`config.mk`:
```
export PLATFORM = sky130hd
export DESIGN_NAME = sorted_breakpoint_table
export DESIGN_NICKNAME = d
export VERILOG_FILES = /design/src/sv/sbt_pkg.sv /design/src/sv/sbt_ram.sv /design/src/sv/sorted_breakpoint_table.sv
export SDC_FILE = /design/constraint.sdc
export NUM_CORES = 1
export LEC_CHECK = 0
export BUFFER_PORTS_ARGS = -buffer_cell sky130_fd_sc_hd__buf_2
export CORE_UTILIZATION = 63
export DETAILED_ROUTE_END_ITERATION = 8
export GPL_ROUTABILITY_DRIVEN = 0
export HOLD_SLACK_MARGIN = 0.05
export PLACE_DENSITY = 0.9
export SLEW_MARGIN = 15
export SYNTH_ARGS = -nofsm -noshare
export SYNTH_HDL_FRONTEND = slang
export SYNTH_SLANG_ARGS = --single-unit
```
`constraint.sdc`:
```
create_clock -name clk -period 4.7 [get_ports clk]
set_input_delay 1.41 -clock clk [delete_from_list [all_inputs] [get_ports clk]]
set_output_delay 1.41 -clock clk [all_outputs]
set_load 0.02 [all_outputs]
```
`src/sv/sbt_pkg.sv`:
```
// Shared types and constants for the sorted breakpoint table.
// Used by sorted_breakpoint_table; no dependencies.
package sbt_pkg;

  localparam int unsigned MAX_ENTRIES_DEF = 16;
  localparam logic [15:0] EMPTY_MARK = 16'hFFFF;

  typedef enum logic [1:0] {
    CMD_ADD      = 2'd0,
    CMD_REMOVE   = 2'd1,
    CMD_SET_TEMP = 2'd2,
    CMD_QUERY    = 2'd3
  } cmd_t;

  typedef struct packed {
    cmd_t        cmd;
    logic        which_cpu;
    logic [15:0] bp_address;
  } req_t;

  typedef struct packed {
    logic       ok;
    logic [4:0] entry_count;
  } rsp_t;

endpackage

```
`src/sv/sbt_ram.sv`:
```
// Generic simple dual-port RAM with one write port and a registered read port.
// No dependencies.
module sbt_ram #(
  parameter int unsigned WIDTH = 16,
  parameter int unsigned DEPTH = 32
) (
  input  logic                     clk,
  input  logic                     we,
  input  logic [$clog2(DEPTH)-1:0] waddr,
  input  logic [WIDTH-1:0]         wdata,
  input  logic [$clog2(DEPTH)-1:0] raddr,
  output logic [WIDTH-1:0]         rdata
);

  logic [WIDTH-1:0] mem [DEPTH];

  always_ff @(posedge clk) begin
    if (we) begin
      mem[waddr] <= wdata;
    end
    rdata <= mem[raddr];
  end

endmodule

```
`src/sv/sorted_breakpoint_table.sv`:
```
// Two breakpoint tables (central and peripheral processor) kept in one RAM.
// Depends on sbt_pkg and sbt_ram.
//
// A request is taken when start is high and busy is low. It carries a command
// (add, remove, set temporary, query), the table select and an address. Each
// request gives exactly one result: done is high for one cycle with ok and the
// entry count of the selected table after the command. The receiver cannot
// stall; done always falls in a cycle where busy is already low.
// Both tables share one RAM with a registered read, and every command walks it
// one entry per cycle. A query or a rejected add or remove ends after one scan
// of the selected table; a remove adds a move pass that closes the gap, and an
// add a move pass that opens one and a place step. Set temporary first scans
// for a held previous temporary and drops it if found, then scans and may append.
// One request is in flight at a time; the next one can be taken at the edge
// that ends the done cycle.
// Reset clears the entry counts and the temporary registers. RAM contents are
// never used above the count of their table, so no clearing pass is needed
// and the block takes requests right after reset.
module sorted_breakpoint_table
  #(
  parameter int unsigned MAX_ENTRIES = sbt_pkg::MAX_ENTRIES_DEF
) (
  input  logic          clk,
  input  logic          rst,
  input  logic          start,
  input  sbt_pkg::req_t request,
  output logic          busy,
  output logic          done,
  output sbt_pkg::rsp_t result
);

  import sbt_pkg::*;

  localparam int unsigned IW = $clog2(MAX_ENTRIES);
  localparam int unsigned CW = $clog2(MAX_ENTRIES + 1);
  localparam int unsigned RAM_DEPTH = 2 * (1 << IW);
  localparam logic [CW-1:0] FULL_COUNT = CW'(MAX_ENTRIES);
  localparam logic [CW-1:0] ADD_LIMIT = CW'(MAX_ENTRIES - 1);

  typedef enum logic [1:0] {S_IDLE, S_SCAN, S_MOVE, S_PLACE} state_t;

  state_t        state;
  cmd_t          op;
  logic          sel;
  logic          main_stage;
  logic [15:0]   addr;
  logic [15:0]   target;
  logic [CW-1:0] cpu_used;
  logic [CW-1:0] ppu_used;
  logic [15:0]   cpu_temp;
  logic [15:0]   ppu_temp;
  logic [CW-1:0] rd_idx;
  logic          pend;
  logic [IW-1:0] cmp_idx;
  logic          found;
  logic [IW-1:0] match_idx;
  logic          gt_found;
  logic [IW-1:0] gt_idx;
  logic [CW-1:0] pos;
  logic [CW-1:0] mv_idx;
  logic [CW-1:0] mv_cnt;
  logic          mv_up;
  logic [IW-1:0] pend_dst;

  logic [CW-1:0] n;
  logic [15:0]   temp_in;
  logic [CW-1:0] ins_pos;
  logic [CW-1:0] mv_nbr;
  logic [CW-1:0] mv_step;
  logic          we;
  logic [IW:0]   waddr;
  logic [15:0]   wdata;
  logic [IW:0]   raddr;
  logic [15:0]   rdata;

  assign n       = sel ? cpu_used : ppu_used;
  assign temp_in = request.which_cpu ? cpu_temp : ppu_temp;
  assign ins_pos = gt_found ? CW'(gt_idx) : n;
  assign mv_nbr  = mv_up ? mv_idx + 1'b1 : mv_idx - 1'b1;
  assign mv_step = mv_up ? mv_idx - 1'b1 : mv_idx + 1'b1;
  assign busy    = (state != S_IDLE);

  always_comb begin
    we    = 1'b0;
    waddr = {sel, pend_dst};
    wdata = rdata;
    raddr = {sel, rd_idx[IW-1:0]};
    unique case (state)
      S_MOVE: begin
        we    = pend;
        raddr = {sel, mv_idx[IW-1:0]};
      end
      S_PLACE: begin
        we    = 1'b1;
        waddr = {sel, pos[IW-1:0]};
        wdata = addr;
      end
      S_IDLE, S_SCAN: begin
        we = 1'b0;
      end
      default: begin
        we = 1'b0;
      end
    endcase
  end

  sbt_ram #(
    .WIDTH(16),
    .DEPTH(RAM_DEPTH)
  ) u_ram (
    .clk  (clk),
    .we   (we),
    .waddr(waddr),
    .wdata(wdata),
    .raddr(raddr),
    .rdata(rdata)
  );

  always_ff @(posedge clk) begin
    done <= 1'b0;
    if (rst) begin
      state    <= S_IDLE;
      cpu_used <= '0;
      ppu_used <= '0;
      cpu_temp <= EMPTY_MARK;
      ppu_temp <= EMPTY_MARK;
      pend     <= 1'b0;
    end else begin
      unique case (state)
        S_IDLE: begin
          if (start) begin
            op       <= request.cmd;
            sel      <= request.which_cpu;
            addr     <= request.bp_address;
            rd_idx   <= '0;
            pend     <= 1'b0;
            found    <= 1'b0;
            gt_found <= 1'b0;
            state    <= S_SCAN;
            if (request.cmd == CMD_SET_TEMP && temp_in != EMPTY_MARK) begin
              target     <= temp_in;
              main_stage <= 1'b0;
            end else begin
              target     <= request.bp_address;
              main_stage <= 1'b1;
            end
          end
        end

        S_SCAN: begin
          if (pend) begin
            if (!found && rdata == target) begin
              found     <= 1'b1;
              match_idx <= cmp_idx;
            end
            if (!gt_found && rdata > target) begin
              gt_found <= 1'b1;
              gt_idx   <= cmp_idx;
            end
          end
          if (rd_idx < n) begin
            cmp_idx <= rd_idx[IW-1:0];
            rd_idx  <= rd_idx + 1'b1;
            pend    <= 1'b1;
          end else begin
            pend <= 1'b0;
            if (!pend) begin
              unique case (op)
                CMD_ADD: begin
                  if (addr == EMPTY_MARK || n >= ADD_LIMIT || found) begin
                    result.ok          <= 1'b0;
                    result.entry_count <= 5'(n);
                    done               <= 1'b1;
                    state              <= S_IDLE;
                  end else begin
                    pos    <= ins_pos;
                    mv_idx <= n - 1'b1;
                    mv_cnt <= n - ins_pos;
                    mv_up  <= 1'b1;
                    state  <= S_MOVE;
                  end
                end
                CMD_REMOVE: begin
                  if (!found) begin
                    result.ok          <= 1'b0;
                    result.entry_count <= 5'(n);
                    done               <= 1'b1;
                    state              <= S_IDLE;
                  end else begin
                    mv_idx <= CW'(match_idx) + 1'b1;
                    mv_cnt <= n - 1'b1 - CW'(match_idx);
                    mv_up  <= 1'b0;
                    state  <= S_MOVE;
                  end
                end
                CMD_QUERY: begin
                  result.ok          <= found;
                  result.entry_count <= 5'(n);
                  done               <= 1'b1;
                  state              <= S_IDLE;
                end
                CMD_SET_TEMP: begin
                  if (!main_stage) begin
                    if (found) begin
                      mv_idx <= CW'(match_idx) + 1'b1;
                      mv_cnt <= n - 1'b1 - CW'(match_idx);
                      mv_up  <= 1'b0;
                      state  <= S_MOVE;
                    end else begin
                      target     <= addr;
                      main_stage <= 1'b1;
                      rd_idx     <= '0;
                      found      <= 1'b0;
                      gt_found   <= 1'b0;
                    end
                  end else begin
                    if (sel) begin
                      cpu_temp <= EMPTY_MARK;
                    end else begin
                      ppu_temp <= EMPTY_MARK;
                    end
                    if (addr == EMPTY_MARK) begin
                      result.ok          <= 1'b1;
                      result.entry_count <= 5'(n);
                      done               <= 1'b1;
                      state              <= S_IDLE;
                    end else if (found || n >= FULL_COUNT) begin
                      result.ok          <= 1'b0;
                      result.entry_count <= 5'(n);
                      done               <= 1'b1;
                      state              <= S_IDLE;
                    end else begin
                      pos   <= n;
                      state <= S_PLACE;
                    end
                  end
                end
                default: begin
                  state <= S_IDLE;
                end
              endcase
            end
          end
        end

        S_MOVE: begin
          if (mv_cnt != '0) begin
            pend     <= 1'b1;
            pend_dst <= mv_nbr[IW-1:0];
            mv_idx   <= mv_step;
            mv_cnt   <= mv_cnt - 1'b1;
          end else begin
            pend <= 1'b0;
            if (!pend) begin
              if (mv_up) begin
                state <= S_PLACE;
              end else begin
                if (sel) begin
                  cpu_used <= n - 1'b1;
                end else begin
                  ppu_used <= n - 1'b1;
                end
                if (op == CMD_REMOVE) begin
                  result.ok          <= 1'b1;
                  result.entry_count <= 5'(n - 1'b1);
                  done               <= 1'b1;
                  state              <= S_IDLE;
                end else begin
                  target     <= addr;
                  main_stage <= 1'b1;
                  rd_idx     <= '0;
                  found      <= 1'b0;
                  gt_found   <= 1'b0;
                  state      <= S_SCAN;
                end
              end
            end
          end
        end

        S_PLACE: begin
          if (sel) begin
            cpu_used <= n + 1'b1;
          end else begin
            ppu_used <= n + 1'b1;
          end
          if (op == CMD_SET_TEMP) begin
            if (sel) begin
              cpu_temp <= addr;
            end else begin
              ppu_temp <= addr;
            end
          end
          result.ok          <= 1'b1;
          result.entry_count <= 5'(n + 1'b1);
          done               <= 1'b1;
          state              <= S_IDLE;
        end

        default: begin
          state <= S_IDLE;
        end
      endcase
    end
  end

  a_accept_busy: assert property (@(posedge clk) disable iff (rst)
    (start && !busy) |=> (busy && !done))
    else $error("accepted request did not make the block busy");

  a_done_idle: assert property (@(posedge clk) disable iff (rst)
    done |-> !busy)
    else $error("result strobe while busy");

  a_count_bound: assert property (@(posedge clk) disable iff (rst)
    (cpu_used <= FULL_COUNT) && (ppu_used <= FULL_COUNT))
    else $error("entry count above table size");

endmodule
```
==> results.md, run 1 <==
- CTS max path bufs: 3
- Gr usage total: 0.332
- Reg2reg start: state[0]
- Die Height: 215 um
- Met3 usage: 0.0753
- Final core utilization: 0.706
- Number of buffers created by CTS: 59
- Crit path capture type: flop
- Ys flop type: edfxtp_1
- Syn Area/Cell: 13.3 um^2
- Most frequent cells in the layout: edfxtp_1 (591), nand2_1 (329), a21oi_1 (152), nor2_1 (91), buf_4 (67)
- Clock sinks: 653
- Synth Cell Area: 28600 um^2
- Layout area overhead: 9.97%
- Worst clock skew: 45.5 ps
- Crit path kind: flop to flop
- ANT cells: 0
- Worst slew pin tran: 1250 ps
- Slew HR: 0.163
- Seq/Total Area, Yosys: 0.665
- Worst min path class: flop to flop
- Worst Hold End: match_idx[3]
- DR pass1 iterations: 6
- Finish-stage setup viols: 0
- Worst path slowest cell: a2111oi_0
- Status: finished clean
- Leakage Power: 10.8 nW
- Library cells used by synthesis: 66
- Clock Latency Late Sink: 660 ps
- Hold Startpoint: cmp_idx[3]
- Worst VDD drop: 0.368 mV
- H-Tree Level Count: 2
- #FFs+latches synth: 653
- Residual DRC count: 0
- TritonCTS clock tree: done
- GR met1 Demand/Resource: 0.439
- Post-CTS Resized: 0
- # hold bufs at CTS: 0
- Most used routing layer: met2
- Post-Syn Nets: 2208
- Worst setup startpoint: state[0]
- Worst path arrival time: 4920 ps
- Initial antenna violation count: 0
- Final #Nets: 2229
- GR Util met2: 0.520
- DRT iter0 DRCs: 3352
- Routed WL: 76600 um
- PortBufs: 29
- Worst-path clk slew: 70 ps
- Post-CTS Repair Setup Buffers: 0
- Cell count of the worst reg-to-reg path: 11
- MaxCap Viol Count: 0
- YS warnings: 0
- Routed Antenna Nets: 0
- Final-report max-slew violation count: 0
- FP Rows: 77
- Setup TNS: 0 ps
- Setup WS pre-CTS: 565 ps
- CP startpoint kind: flop
- Fin crit period: 4410 ps
- Final Hold Fails: 0
- Crit path cell chain: inv_1, ha_4, inv_2, buf_4, and3_1, o21ai_2, buf_4, o22ai_1, a2111oi_0, buf_4, a311oi_1
- Starting Density: 0.642
- Largest net degree at the start of global routing: 98
- Die area: 46200 um^2
- Max FO, Critical Path: 68
- CTS root buf: clkbuf_16
- Avg WL per Cell: 27.4 um
- Via count: 19600
- Final HPWL DP: 45200 um
- Worst R2R End: u_ram.rdata[4]
- Core Area: 44500 um^2
- Global route overflow: 0
- Yosys top cell area share: 0.621
- Reg2reg setup slack: 290 ps
- Power density over the cells: 434 nW/um^2
- CP peak stage delay: 900 ps
- Number of global-route vias before repair: 19200
- Ys async rst share: 0
- Vias/cell: 7.01
- Required time of the critical path: 5210 ps
- Commonest non-fill, non-tap cell in the layout: edfxtp_1
- Syn Inst Count: 2140
- Share of post-route cells with drive strength above 1: 0.139
- Post-DP Area: 29400 um^2
- Fin crit share: 0.939
- EDFF count, synth: 591
- RSZ-0062 raised after global routing: no
- Area leader, netlist: edfxtp_1
- Die width: 215 um
- Hold path depth: 0
- Fmax: 0.227 GHz
- Post-route cell area: 31400 um^2
- Synth top area cells: edfxtp_1 (62%), dfxtp_1 (4.3%), nand2_1 (4.3%)
- Most Frequent Cell on Critical Path: buf_4
- Top-Level Pins: 30
- First-pass GRT wire length: 115000 um
- Worst setup margin: 286 ps
metal layers:
metal	vias to the layer above	wire length [um]
met1	9416	26000
met4	0	4770
li1	8160	-
met5	-	0
met2	1713	35400
met3	333	10500
state kept, by name, summed over array words and instances (netlist names), 6 cells and up:
| name | flops |
|---|---|
| u_ram.rdata | 16 |
| result | 6 |
| target | 16 |
| cpu_temp | 16 |
| addr | 16 |
| u_ram.mem | 512 |
| ppu_temp | 16 |
worst max path at each step:
stage                                end  slack [ps]  depth (start not counted)
after detailed placement  u_ram.rdata[4]         570                         11
after global placement    u_ram.rdata[4]         700                         11
final                     u_ram.rdata[4]         290                         11
after CTS                 u_ram.rdata[4]         500                         11
after global routing      u_ram.rdata[4]         270                         11
after floorplan                  addr[0]        1150                          3
final cells by class:
class	instances	area, um^2
Timing Repair Buffer	99	708
Inverter	69	259
Fill cell	2660	13100
Clock buffer	74	1600
Multi-Input combinational cell	1279	8720
Tap cell	592	741
Clock inverter	35	390
Sequential cell	653	19000
cell usage after synthesis (16+ instances only):
master and n:
mux2i_1 61, mux4_2 49, a21oi_1 152, a211oi_1 61, dfxtp_1 62, edfxtp_1 591, mux2_2 28, and3_1 38
o21ai_0 51, o22ai_1 52, a211o_1 16, nor2_1 92, nand2b_1 22, a31oi_1 38, nand2_1 329, nor3_1 27
inv_1 66, buf_2 33, a22oi_1 30, a311oi_1 18, o21bai_1 16, xnor2_1 21, ha_1 44, clkbuf_1 74
buf_1 16
cell families after synthesis:
kind of cell | synth area share
XOR/XNOR | 0.00797
flip-flops | 0.665
AND/OR/NAND/NOR | 0.0869
buffers and inverters | 0.0317
AO/OA/AOI/OAI | 0.114
adder cells (fa/ha/maj) | 0.0207
multiplexers | 0.0735
power by group:
part	switching [mW]	internal, mW
registers	0.129	6.74
clock network	2.19	2.75
logic	1.29	0.527
critical path: cells and delay by family, from the launching register on:
family	cells	cell delay (ps)
compound gates	4	1780
flops	1	340
fa+ha+maj	1	710
simple gates	1	240
buf+inv	5	1110
per-stage QoR:
step                      power [mW]  cells  hold slack (ps)
after detailed placement        8.70   2692              434
after global placement          8.60   2692              431
after CTS                       13.6   2801              444
final                           13.6   2801              444
after global routing            13.9   2801              455
after floorplan                 8.04   2140              421
No activity file was read; power rests on OpenSTA's default activity.
==> run 2: changes to the inputs <==
- PLACE_DENSITY: 0.9 -> 0.8
==> run 2 against run 1 <==
- power grew 1.8%
- via count shrank 3.6%
- first-iteration DRC count shrank 22%
- cell count grew 0.18%
- sequential cell count is the same
- critical path type unchanged
- critical endpoint is now u_ram.rdata[15]
- largest cell class unchanged
- highest routed layer unchanged
==> results.md, run 2 (synthesis results as in run 1) <==
- Leakage Power: 10.9 nW (+0.35%)
- Crit path capture type: flop
- Final Hold Fails: 0 (unchanged)
- Fmax: 0.253 GHz (+12%)
- CP startpoint kind: flop
- Pint: 10.3 mW (+2.4%)
- Vias/cell: 6.74 (-3.8%)
- RSZ-0062 raised after global routing: no
- DRT iter0 DRCs: 2619 (-22%)
- Global route overflow: 0 (unchanged)
- Number of global-route vias before repair: 18500 (-3.8%)
- Core Area: 44500 um^2 (unchanged)
- Die Height: 215 um (unchanged)
- ANT cells: 0 (unchanged)
- Layout area overhead: 10.4%
- Via count: 18900 (-3.6%)
- Finish-stage setup viols: 0 (unchanged)
- Power density over the cells: 440 nW/um^2 (+1.4%)
- Residual DRC count: 0 (unchanged)
- Filler cell count: 2832 (+6.5%)
- MaxCap Viol Count: 0 (unchanged)
- Clock Latency Late Sink: 620 ps (-40 ps)
- Non-Filler Instances: 2806 (+0.18%)
- Top-Level Pins: 30 (unchanged)
- Clock network fraction of total power: 0.378 (+0.015)
- Final-report max-slew violation count: 0 (unchanged)
- Gr usage total: 0.315 (-0.0168)
- Post-DP Area: 29300 um^2 (-0.24%)
- Reg2reg setup slack: 750 ps (+470 ps)
- Post-route cell area: 31500 um^2 (+0.36%)
- Placed insts: 2684 (-0.30%)
- Routed WL: 72500 um (-5.4%)
- Most frequent cells in the layout: edfxtp_1 (591), nand2_1 (329), a21oi_1 (152), nor2_1 (91), clkbuf_16 (68)
- Commonest non-fill, non-tap cell in the layout: edfxtp_1
- Final #Nets: 2229 (unchanged)
- Fin crit share: 0.839 (-0.0998)
- Largest net degree at the start of global routing: 103 (+5.1%)
- Number of flip-flops under the largest register name: 512 (unchanged)
- Starting Density: 0.642 (unchanged)
- H-Tree Level Count: 3 (+1)
- CTS max path bufs: 3 (unchanged)
- Final core utilization: 0.708 (+0.00253)
- PortBufs: 29 (unchanged)
- TritonCTS clock tree: done
- DR pass1 iterations: 7 (+1)
- Number of buffers created by CTS: 67 (+14%)
- Final HPWL DP: 43200 um (-4.4%)
- Crit path kind: flop to flop
- Die width: 215 um (unchanged)
- FP Rows: 77 (unchanged)
- Avg WL per Cell: 25.8 um (-5.5%)
- Worst clock skew: 20.1 ps (-25.4 ps)
- Status: finished clean
- CTS root buf: clkbuf_16
- Fin crit period: 3950 ps (-469 ps)
- Share of post-route cells with drive strength above 1: 0.135 (-0.00438)
- Setup TNS: 0 ps (unchanged)
- Worst VDD drop: 0.339 mV (-7.9%)
- Required time of the critical path: 5150 ps (-60 ps)
- Slew HR: 0.280 (+0.118)
- Clock sinks: 653 (unchanged)
- Net Sw Power: 3.61 mW (about the same)
- Sequential share of power: 0.495 (-0.009)
- Post-CTS Repair Setup Buffers: 0 (unchanged)
- Routed Antenna Nets: 0 (unchanged)
- Worst min path class: flop to flop
- Die area: 46200 um^2 (unchanged)
- Initial antenna violation count: 0 (unchanged)
- Worst path arrival time: 4400 ps (-520 ps)
- Worst-path clk slew: 60 ps (about the same)
- Comb power frac: 0.127 (-0.006)
- First-pass GRT wire length: 110000 um (-5.0%)
- Net Sw Frac: 0.260 (-0.00478)
- # hold bufs at CTS: 0 (unchanged)
- Worst slew pin tran: 1080 ps (-172 ps)
- Hold WS: 451 ps (+7.24 ps)
- Post-CTS Resized: 0 (unchanged)
- Largest Register: u_ram.mem
- Max FO, Critical Path: 50 (-26%)
## run 2: changes by cell type in the layout (fill, tap and decap cells not counted)
cell,change
clkinv_1,+4
clkinv_16,-1
clkbuf_16,+7
clkinvlp_4,-2
clkbuf_8,+3
inv_16,+2
buf_12,-1
clkinv_8,+2
buf_4,-7
clkinv_2,-9
inv_4,-1
clkbuf_1,+10
bufinv_16,-2
## run 2: final timing paths
kind | start | endpoint | cells past startpoint
hold / removal | cmp_idx[2] | match_idx[2] | 0
setup / recovery | state[0] | u_ram.rdata[15] | 8
setup reg to reg | state[0] | u_ram.rdata[15] | 8
hold reg to reg | cmp_idx[2] | match_idx[2] | 0
## run 2: final cells by class
class                           count  area [um^2]  area share
Clock buffer                       94         1850      0.0587
Inverter                           69          259     0.00822
Timing Repair Buffer               91          636      0.0202
Multi-Input combinational cell   1279         8720       0.277
Tap cell                          592          741      0.0235
Sequential cell                   653        19000       0.602
Clock inverter                     28          322      0.0102
## run 2: routing by layer
metal / up-vias / share of wire / routed length (um) / GRT usage
met3: 201 / 0.11 / 8030 / 0.0589
met2: 1233 / 0.47 / 34100 / 0.497
met1: 9308 / 0.37 / 26900 / 0.429
li1: 8167 / - / - / -
met5: - / 0 / 0 / 0
met4: 0 / 0.047 / 3430 / 0.146
## run 2: power by group through the flow
stage	sequential (mW)	combinational (mW)	clock, mW
after floorplan	6.91	1.13	0
after global placement	6.98	1.63	0
after detailed placement	6.98	1.71	0
after CTS	6.86	1.73	5.28
after global routing	6.87	1.87	5.48
final	6.87	1.76	5.25
## run 2: per-stage QoR
stage	total power, mW	setup WS, ps
6_report	13.9	755
5_1_grt	14.2	698
4_1_cts	13.9	839
3_5_place_dp	8.68	1020
3_3_place_gp	8.61	1220
2_1_floorplan	8.04	1150
## run 2: critical path, stage by stage (launching register included)
cell	delay, ps
dfxtp_1	340
inv_1	130
ha_4	510
inv_2	290
a21boi_4	550
buf_12	360
mux4_2	550
a2111oi_0	760
a311oi_1	240
